==> config.mk <==
export PLATFORM = sky130hd
export DESIGN_NAME = substring_match_locator
export DESIGN_NICKNAME = d
export VERILOG_FILES = /design/src/design/smloc_pkg.sv /design/src/design/smloc_window.sv /design/src/design/smloc_matcher.sv /design/src/design/substring_match_locator.sv
export SDC_FILE = /design/constraint.sdc
export NUM_CORES = 2
export LEC_CHECK = 0
export BUFFER_PORTS_ARGS = -buffer_cell sky130_fd_sc_hd__buf_2
export CORE_MARGIN = 2
export CORE_UTILIZATION = 45
export DETAILED_ROUTE_END_ITERATION = 8
export GPL_TIMING_DRIVEN = 0
export PLACE_DENSITY_LB_ADDON = 0.08
export RECOVER_POWER = 100
export SETUP_SLACK_MARGIN = 0.2
export SYNTH_ARGS = -nofsm -noshare
export SYNTH_HDL_FRONTEND = slang
export SYNTH_SLANG_ARGS = --single-unit
export TNS_END_PERCENT = 5
==> constraint.sdc <==
create_clock -name clk -period 32.6 [get_ports clk]
set_clock_uncertainty 0.2 [all_clocks]
set_input_delay 8.15 -clock clk [delete_from_list [all_inputs] [get_ports clk]]
set_output_delay 8.15 -clock clk [all_outputs]
set_load 0.01 [all_outputs]
==> src/design/smloc_pkg.sv <==
// Shared types and constants for the substring match locator.
`timescale 1ns / 1ps

package smloc_pkg;

  localparam int PatternMax = 16;
  localparam int LenW       = $clog2(PatternMax);     // holds length minus one
  localparam int FillW      = $clog2(PatternMax + 1);
  localparam int LineW      = 32;
  localparam int ColW       = 16;
  localparam int CfgW       = 64;
  localparam int CfgIdxW    = 2;
  localparam int PlenW      = 5;

  localparam logic [7:0] NewlineByte = 8'h0A;

  localparam logic [CfgIdxW-1:0] CfgPatternLength = 2'd0;
  localparam logic [CfgIdxW-1:0] CfgPatternLow    = 2'd1;
  localparam logic [CfgIdxW-1:0] CfgPatternHigh   = 2'd2;

  typedef enum logic {
    KIND_MATCH = 1'b0,
    KIND_EOF   = 1'b1
  } result_kind_t;

  // one window slot: a text byte and where it sits in the file
  typedef struct packed {
    logic [7:0]       data;
    logic [LineW-1:0] line;
    logic [ColW-1:0]  col;
  } entry_t;

  typedef entry_t [PatternMax-1:0] window_t;

  typedef struct packed {
    logic             hit;
    logic [LineW-1:0] line;
    logic [ColW-1:0]  col;
  } match_t;

endpackage

==> src/design/smloc_window.sv <==
// Shift line of recent bytes with their line and column tags.
`timescale 1ns / 1ps

module smloc_window (
  input  logic                          clk,
  input  logic                          rst,
  input  logic                          byte_accept,
  input  logic                          end_accept,
  input  logic [7:0]                    data_byte,
  output smloc_pkg::window_t            view,
  output logic [smloc_pkg::FillW-1:0]   fill_next
);

  smloc_pkg::entry_t                 stored [smloc_pkg::PatternMax-1];
  logic [smloc_pkg::FillW-1:0]       fill;
  logic [smloc_pkg::LineW-1:0]       line;
  logic [smloc_pkg::ColW-1:0]        col;
  logic                              prev_nl;
  logic [smloc_pkg::LineW-1:0]       line_cur;
  logic [smloc_pkg::ColW-1:0]        col_cur;

  // tags for the incoming byte
  always_comb begin
    line_cur = line;
    col_cur  = col;
    if (prev_nl) begin
      if (line != {smloc_pkg::LineW{1'b1}}) begin
        line_cur = line + 1'b1;
      end
      col_cur = '0;
    end
  end

  // window as it stands once the incoming byte is shifted in; slot 0 is newest
  always_comb begin
    view[0].data = data_byte;
    view[0].line = line_cur;
    view[0].col  = col_cur;
    for (int k = 1; k < smloc_pkg::PatternMax; k++) begin
      view[k] = stored[k-1];
    end
  end

  assign fill_next = (fill == smloc_pkg::FillW'(smloc_pkg::PatternMax)) ? fill : fill + 1'b1;

  always_ff @(posedge clk) begin
    if (byte_accept) begin
      for (int k = 0; k < smloc_pkg::PatternMax - 1; k++) begin
        stored[k] <= view[k];
      end
    end
  end

  always_ff @(posedge clk) begin
    if (rst || end_accept) begin
      fill    <= '0;
      line    <= smloc_pkg::LineW'(1);
      col     <= '0;
      prev_nl <= 1'b0;
    end else if (byte_accept) begin
      fill    <= fill_next;
      line    <= line_cur;
      col     <= (col_cur == {smloc_pkg::ColW{1'b1}}) ? col_cur : col_cur + 1'b1;
      prev_nl <= (data_byte == smloc_pkg::NewlineByte);
    end
  end

endmodule

==> src/design/smloc_matcher.sv <==
// Parallel compare of the window against the pattern.
`timescale 1ns / 1ps

module smloc_matcher (
  input  smloc_pkg::window_t               view,
  input  logic [smloc_pkg::FillW-1:0]      fill_next,
  input  logic [smloc_pkg::LenW-1:0]       len_m1,
  input  logic [smloc_pkg::PatternMax-1:0][7:0] pattern,
  output smloc_pkg::match_t                result
);

  logic [smloc_pkg::PatternMax-1:0] slot_ok;
  logic [smloc_pkg::LenW-1:0]       pidx;

  // window slot k holds the byte that must equal pattern[len-1-k]
  always_comb begin
    slot_ok = '1;
    pidx    = '0;
    for (int k = 0; k < smloc_pkg::PatternMax; k++) begin
      pidx = len_m1 - smloc_pkg::LenW'(k);
      if (smloc_pkg::LenW'(k) <= len_m1) begin
        slot_ok[k] = (pattern[pidx] == view[k].data);
      end
    end
  end

  assign result.hit  = (&slot_ok) && (fill_next > smloc_pkg::FillW'(len_m1));
  assign result.line = view[len_m1].line;
  assign result.col  = view[len_m1].col;

endmodule

==> src/design/substring_match_locator.sv <==
// Top level: configuration, byte window, matcher and result register.
`timescale 1ns / 1ps

// Substring match locator.
// Input stream: s_tdata[7:0] carries one text byte per word; s_tlast marks
// end of file (no byte carried). Every byte value is data.
// Output stream: m_tuser is the result kind (0 match, 1 end status);
// m_tdata holds start line, start column and, at end status, any_found.
// A match word leaves in the cycle after the word that completes the pattern;
// an end word gives its status in the cycle after it and clears line, column
// and window for the next file. Bytes that complete no match give no word.
// Throughput is one word per cycle unless the receiver stalls: the whole
// window compare sits between the input handshake and the result register.
// The result register frees when m_tready is high, so s_tready follows
// m_tready while a result waits; a stalled receiver stalls the input.
// Reset: pattern length 1, pattern bytes zero, line 1, column 0, no result.
// cfg_we writes register cfg_index (0 length, 1 bytes 0-7, 2 bytes 8-15);
// write only while the stream is idle. Index 3 is ignored.
module substring_match_locator (
  input  logic        clk,
  input  logic        rst,
  input  logic        s_tvalid,
  output logic        s_tready,
  input  logic [7:0]  s_tdata,   // [7:0] data_byte
  input  logic        s_tlast,   // end_marker
  output logic        m_tvalid,
  input  logic        m_tready,
  output logic [55:0] m_tdata,   // [31:0] match_line, [47:32] match_column,
                                 // [48] any_found, [55:49] zero
  output logic        m_tuser,   // result_kind
  input  logic        cfg_we,
  input  logic [smloc_pkg::CfgIdxW-1:0] cfg_index,
  input  logic [smloc_pkg::CfgW-1:0]    cfg_data
);

  logic [smloc_pkg::PlenW-1:0]             pattern_length;
  logic [smloc_pkg::CfgW-1:0]              pattern_low;
  logic [smloc_pkg::CfgW-1:0]              pattern_high;
  logic [smloc_pkg::LenW-1:0]              len_m1;
  logic                                    accept;
  logic                                    byte_accept;
  logic                                    end_accept;
  logic                                    found;
  smloc_pkg::window_t                      view;
  logic [smloc_pkg::FillW-1:0]             fill_next;
  smloc_pkg::match_t                       match;
  logic [smloc_pkg::LineW-1:0]             out_line;
  logic [smloc_pkg::ColW-1:0]              out_col;
  logic                                    out_any;
  smloc_pkg::result_kind_t                 out_kind;

  always_ff @(posedge clk) begin
    if (rst) begin
      pattern_length <= smloc_pkg::PlenW'(1);
      pattern_low    <= '0;
      pattern_high   <= '0;
    end else if (cfg_we) begin
      case (cfg_index)
        smloc_pkg::CfgPatternLength: pattern_length <= cfg_data[smloc_pkg::PlenW-1:0];
        smloc_pkg::CfgPatternLow:    pattern_low    <= cfg_data;
        smloc_pkg::CfgPatternHigh:   pattern_high   <= cfg_data;
        default: ;
      endcase
    end
  end

  // length 0 acts as 1, anything past the window as the full window
  always_comb begin
    if (pattern_length == '0) begin
      len_m1 = '0;
    end else if (pattern_length > smloc_pkg::PlenW'(smloc_pkg::PatternMax)) begin
      len_m1 = smloc_pkg::LenW'(smloc_pkg::PatternMax - 1);
    end else begin
      len_m1 = smloc_pkg::LenW'(pattern_length - 1'b1);
    end
  end

  assign s_tready    = !m_tvalid || m_tready;
  assign accept      = s_tvalid && s_tready;
  assign byte_accept = accept && !s_tlast;
  assign end_accept  = accept && s_tlast;

  smloc_window u_window (
    .clk         (clk),
    .rst         (rst),
    .byte_accept (byte_accept),
    .end_accept  (end_accept),
    .data_byte   (s_tdata),
    .view        (view),
    .fill_next   (fill_next)
  );

  smloc_matcher u_matcher (
    .view      (view),
    .fill_next (fill_next),
    .len_m1    (len_m1),
    .pattern   ({pattern_high, pattern_low}),
    .result    (match)
  );

  always_ff @(posedge clk) begin
    if (rst || end_accept) begin
      found <= 1'b0;
    end else if (byte_accept && match.hit) begin
      found <= 1'b1;
    end
  end

  always_ff @(posedge clk) begin
    if (rst) begin
      m_tvalid <= 1'b0;
    end else if (accept) begin
      m_tvalid <= s_tlast || match.hit;
    end else if (m_tready) begin
      m_tvalid <= 1'b0;
    end
  end

  always_ff @(posedge clk) begin
    if (end_accept) begin
      out_kind <= smloc_pkg::KIND_EOF;
      out_line <= '0;
      out_col  <= '0;
      out_any  <= found;
    end else if (byte_accept && match.hit) begin
      out_kind <= smloc_pkg::KIND_MATCH;
      out_line <= match.line;
      out_col  <= match.col;
      out_any  <= 1'b0;
    end
  end

  assign m_tdata = {7'b0, out_any, out_col, out_line};
  assign m_tuser = out_kind;

endmodule
==> metrics.md <==
| Metric | Value |
|---|---|
| Critical path fanouts, max | 126 |
| Sequential share of the synthesized area | approximately three fifths |
| Failing checks | capacitance limit, slew limit |
| Max_slew headroom | -345% |
| # rows | around 120 |
| Vias in the first global route | a little under 40k |
| Synth top area cells | edfxtp_1, dfxtp_1, nand2_1 |
| Dominant cell type by area after synthesis | edfxtp_1 |
| Wire length per cell | between 30 and 40 µm |
| Initial antenna violation count | 6 |
| Syn. warnings | 0 |
| DIE WIDTH | between 300 and 400 µm |
| Grt ovf | 0 |
| Worst setup EP type | register |
| CTS tree | done |
| Area of the core | about 110,000 µm² |
| RSZ-0062 raised after global routing | false |
| Post-CTS Setup Repair Bufs | 0 |
| Clock latency at the later pin of the worst-skew pair | about 740 ps |
| Final hold vios | 0 |
| Via count | around 42k |
| Pwr Density | roughly 62 nW/µm² |
| Max Cap Viol | 8 |
| Crit path time final | about 23,000 ps |
| Switch Pwr | ~1.1 mW |
| Leak | around 21 nW |
| Worst Hold Slack | between 200 and 250 ps |
| DR vias/cell | roughly 6.3 |
| Status | finished, violations left |
| Max Transition Viols Final | 527 |
| H-tree levels | 3 |
| Worst min path class | reg2reg |
| CP most frequent cell | clkbuf_1 |
| Die area | ~120,000 µm² |
| First-pass GRT wire length | between 300,000 and 400,000 µm |
| Peak VDD IR | 0.0000451 V |
| Share of synthesized registers carrying an async set or reset | 0% |
| Int Power | between 2 and 3 mW |
| Hold_buf cts | 0 |
| Drt pass-1 iters | 7 |
| DRT Wirelength | around 220,000 µm |
| CP max stage delay | 4990 ps |
| Tightest Pin Transition | ~6700 ps |
| Netlist Area Pre-Place | roughly 50,000 µm² |
| Fmax | about 0.043 GHz |
| Distinct cells, synth | about 90 |
| DRC violations left | 0 |
| CTS max path bufs | 3 |
| Main synth FF type | edfxtp_1 |
| Post-Syn Instances | approximately 4.9k |
| IO Port Bufs | 131 |
| GP Congestion | about 1.1 |
| CP Launch Type | input pin |
| Initial DRC Count | a little under 6k |
| Final #Nets | ~5.2k |
| Arr. time, crit path | approximately 24,000 ps |
| Clock power frac | roughly 38% |
| Comb power frac | 16.9% |
| Gates resized, CTS repair | 0 |
| Post-route core utilization | about half |
| Clock tree root driver cell | clkbuf_16 |
| Post-synth EDFFs | between 800 and 900 |
| GRT Util Overall | a little under two fifths |
| CTS Buf Count | between 100 and 150 |
| Yosys top cell area share | between 40% and 50% |
| Pin count of the biggest net entering global routing | approximately 130 |
| WS Path Type | in2reg |
| Final WS setup | slightly above 9000 ps |
| Antenna Nets Post-Route | 0 |
| DP HPWL | roughly 170,000 µm |
| Initial Utilization | approximately 45% |
| Share of layout cells above drive strength 1 | about 6.7% |
| Top cells by count, synth | nand2_1, edfxtp_1, a21oi_1, nand3_1, dfxtp_1 |
| Dpl ws | about 16,000 ps |
| Die height | around 340 µm |
| Worst path cell trace | buf_2 > nand2b_1 > and2_0 > clkbuf_1 > nand2_1 > nand2_1 > clkbuf_1 > inv_1 > clkbuf_1 > clkbuf_1 > clkbuf_1 > buf_16 > clkbuf_1 |
| Switching Share | between 20 and 30% |
| Worst-path clk slew | about 60 ps |
| CP max stage cell | clkbuf_1 |
| Register bit total from synthesis | approximately 1.1k |
| Top-count cell post-synth | nand2_1 |
| Final setup violation count | 0 |
| Setup_tns | 0 ps |
| Period utilization | just over 70% |
| Total power | around 3.6 mW |
| CTS sink count | approximately 1.1k |
| Sequential power share | a little under half |
| Area added between synthesis and finish | 12.6% |
| Avg Inst Size Synth | 10.6 µm² |
| CP required | 32,650 ps |
| Total I/O pin count | about 140 |
## critical path: cells and delay by family
kind          cells  cell delay [ps]
buf+inv           9            14340
simple gates      4              850
## cell usage in the layout, fill, tap and decap left out, drive strengths merged, types with 109 or more instances in the layout
| master | n |
|---|---|
| a21oi | 457 |
| buf | 178 |
| clkbuf | 480 |
| dfxtp | 238 |
| edfxtp | 841 |
| mux2i | 213 |
| nand2 | 928 |
| nand3 | 337 |
| nand4 | 109 |
| nor2 | 208 |
| o21ai | 115 |
## through the flow
| step | area, µm² | instances |
|---|---|---|
| floorplan | 51400 | 4862 |
| global placement | 54000 | 6505 |
| detailed placement | 54300 | 6517 |
| CTS | 58100 | 6730 |
| global route | 57900 | 6730 |
| finish | 57900 | 6732 |
## flip-flops by register name, summed over array words and instances (netlist names), 5 cells and up
register	flops
pattern_low	64
pattern_length	5
u_window.line	32
u_window.fill	5
out_col	16
out_line	32
pattern_high	64
u_window.stored	840
u_window.col	16
## power by group through the flow
| stage | clock (mW) | sequential [mW] | combinational (mW) |
|---|---|---|---|
| after floorplan | 0 | 1.70 | 0.348 |
| after global placement | 0 | 1.76 | 0.583 |
| after detailed placement | 0 | 1.65 | 0.589 |
| after CTS | 1.36 | 1.63 | 0.591 |
| after global routing | 1.41 | 1.64 | 0.634 |
| final | 1.35 | 1.64 | 0.606 |
## path summary, 6_finish.rpt
kind,startpoint,endpoint,slack [ps],depth (start not counted)
worst min-delay path,u_window.stored[0][319]$_DFFE_PP_,u_window.stored[0][375]$_DFFE_PP_,220,0
worst max-delay path,m_tready,u_window.stored[1][171]$_DFFE_PP_,9110,13
worst min register to register,u_window.stored[0][319]$_DFFE_PP_,u_window.stored[0][375]$_DFFE_PP_,220,0
worst max register to register,pattern_length[0]$_SDFFE_PP1P_,out_any$_SDFFCE_PN0P_,14350,33
## cell families after synthesis
kind of cell / count (synthesis) / synth area share (%)
and+or+nand+nor: 1846 / 16.3
DFF: 1079 / 58.4
AOI/OAI and AO/OA: 1073 / 13.3
buffers and inverters: 433 / 3.44
muxes: 249 / 5.55
xor gates and xnor gates: 160 / 2.74
adders and majority gates: 15 / 0.350
other: 1 / 0.00729
## area by class of cell
class	count	area (µm²)
Buffer	351	1420
Clock inverter	48	659
Multi-Input combinational cell	3350	19600
Tap cell	1512	1890
Timing Repair Buffer	143	726
Clock buffer	165	3230
Fill cell	10500	56000
Inverter	82	308
Sequential cell	1079	30000
Antenna cell	2	5.00
## per-layer routing
layer | GRT usage (%) | vias up | part of all wire [%]
met1 | 46.6 | 20900 | 38
li1 | - | 18600 | -
met3 | 6.69 | 581 | 8.5
met5 | 0 | - | 0.0041
met4 | 27.1 | 2 | 8.7
met2 | 57.9 | 2377 | 45
Note: power is estimated with default switching activity, not from simulation.
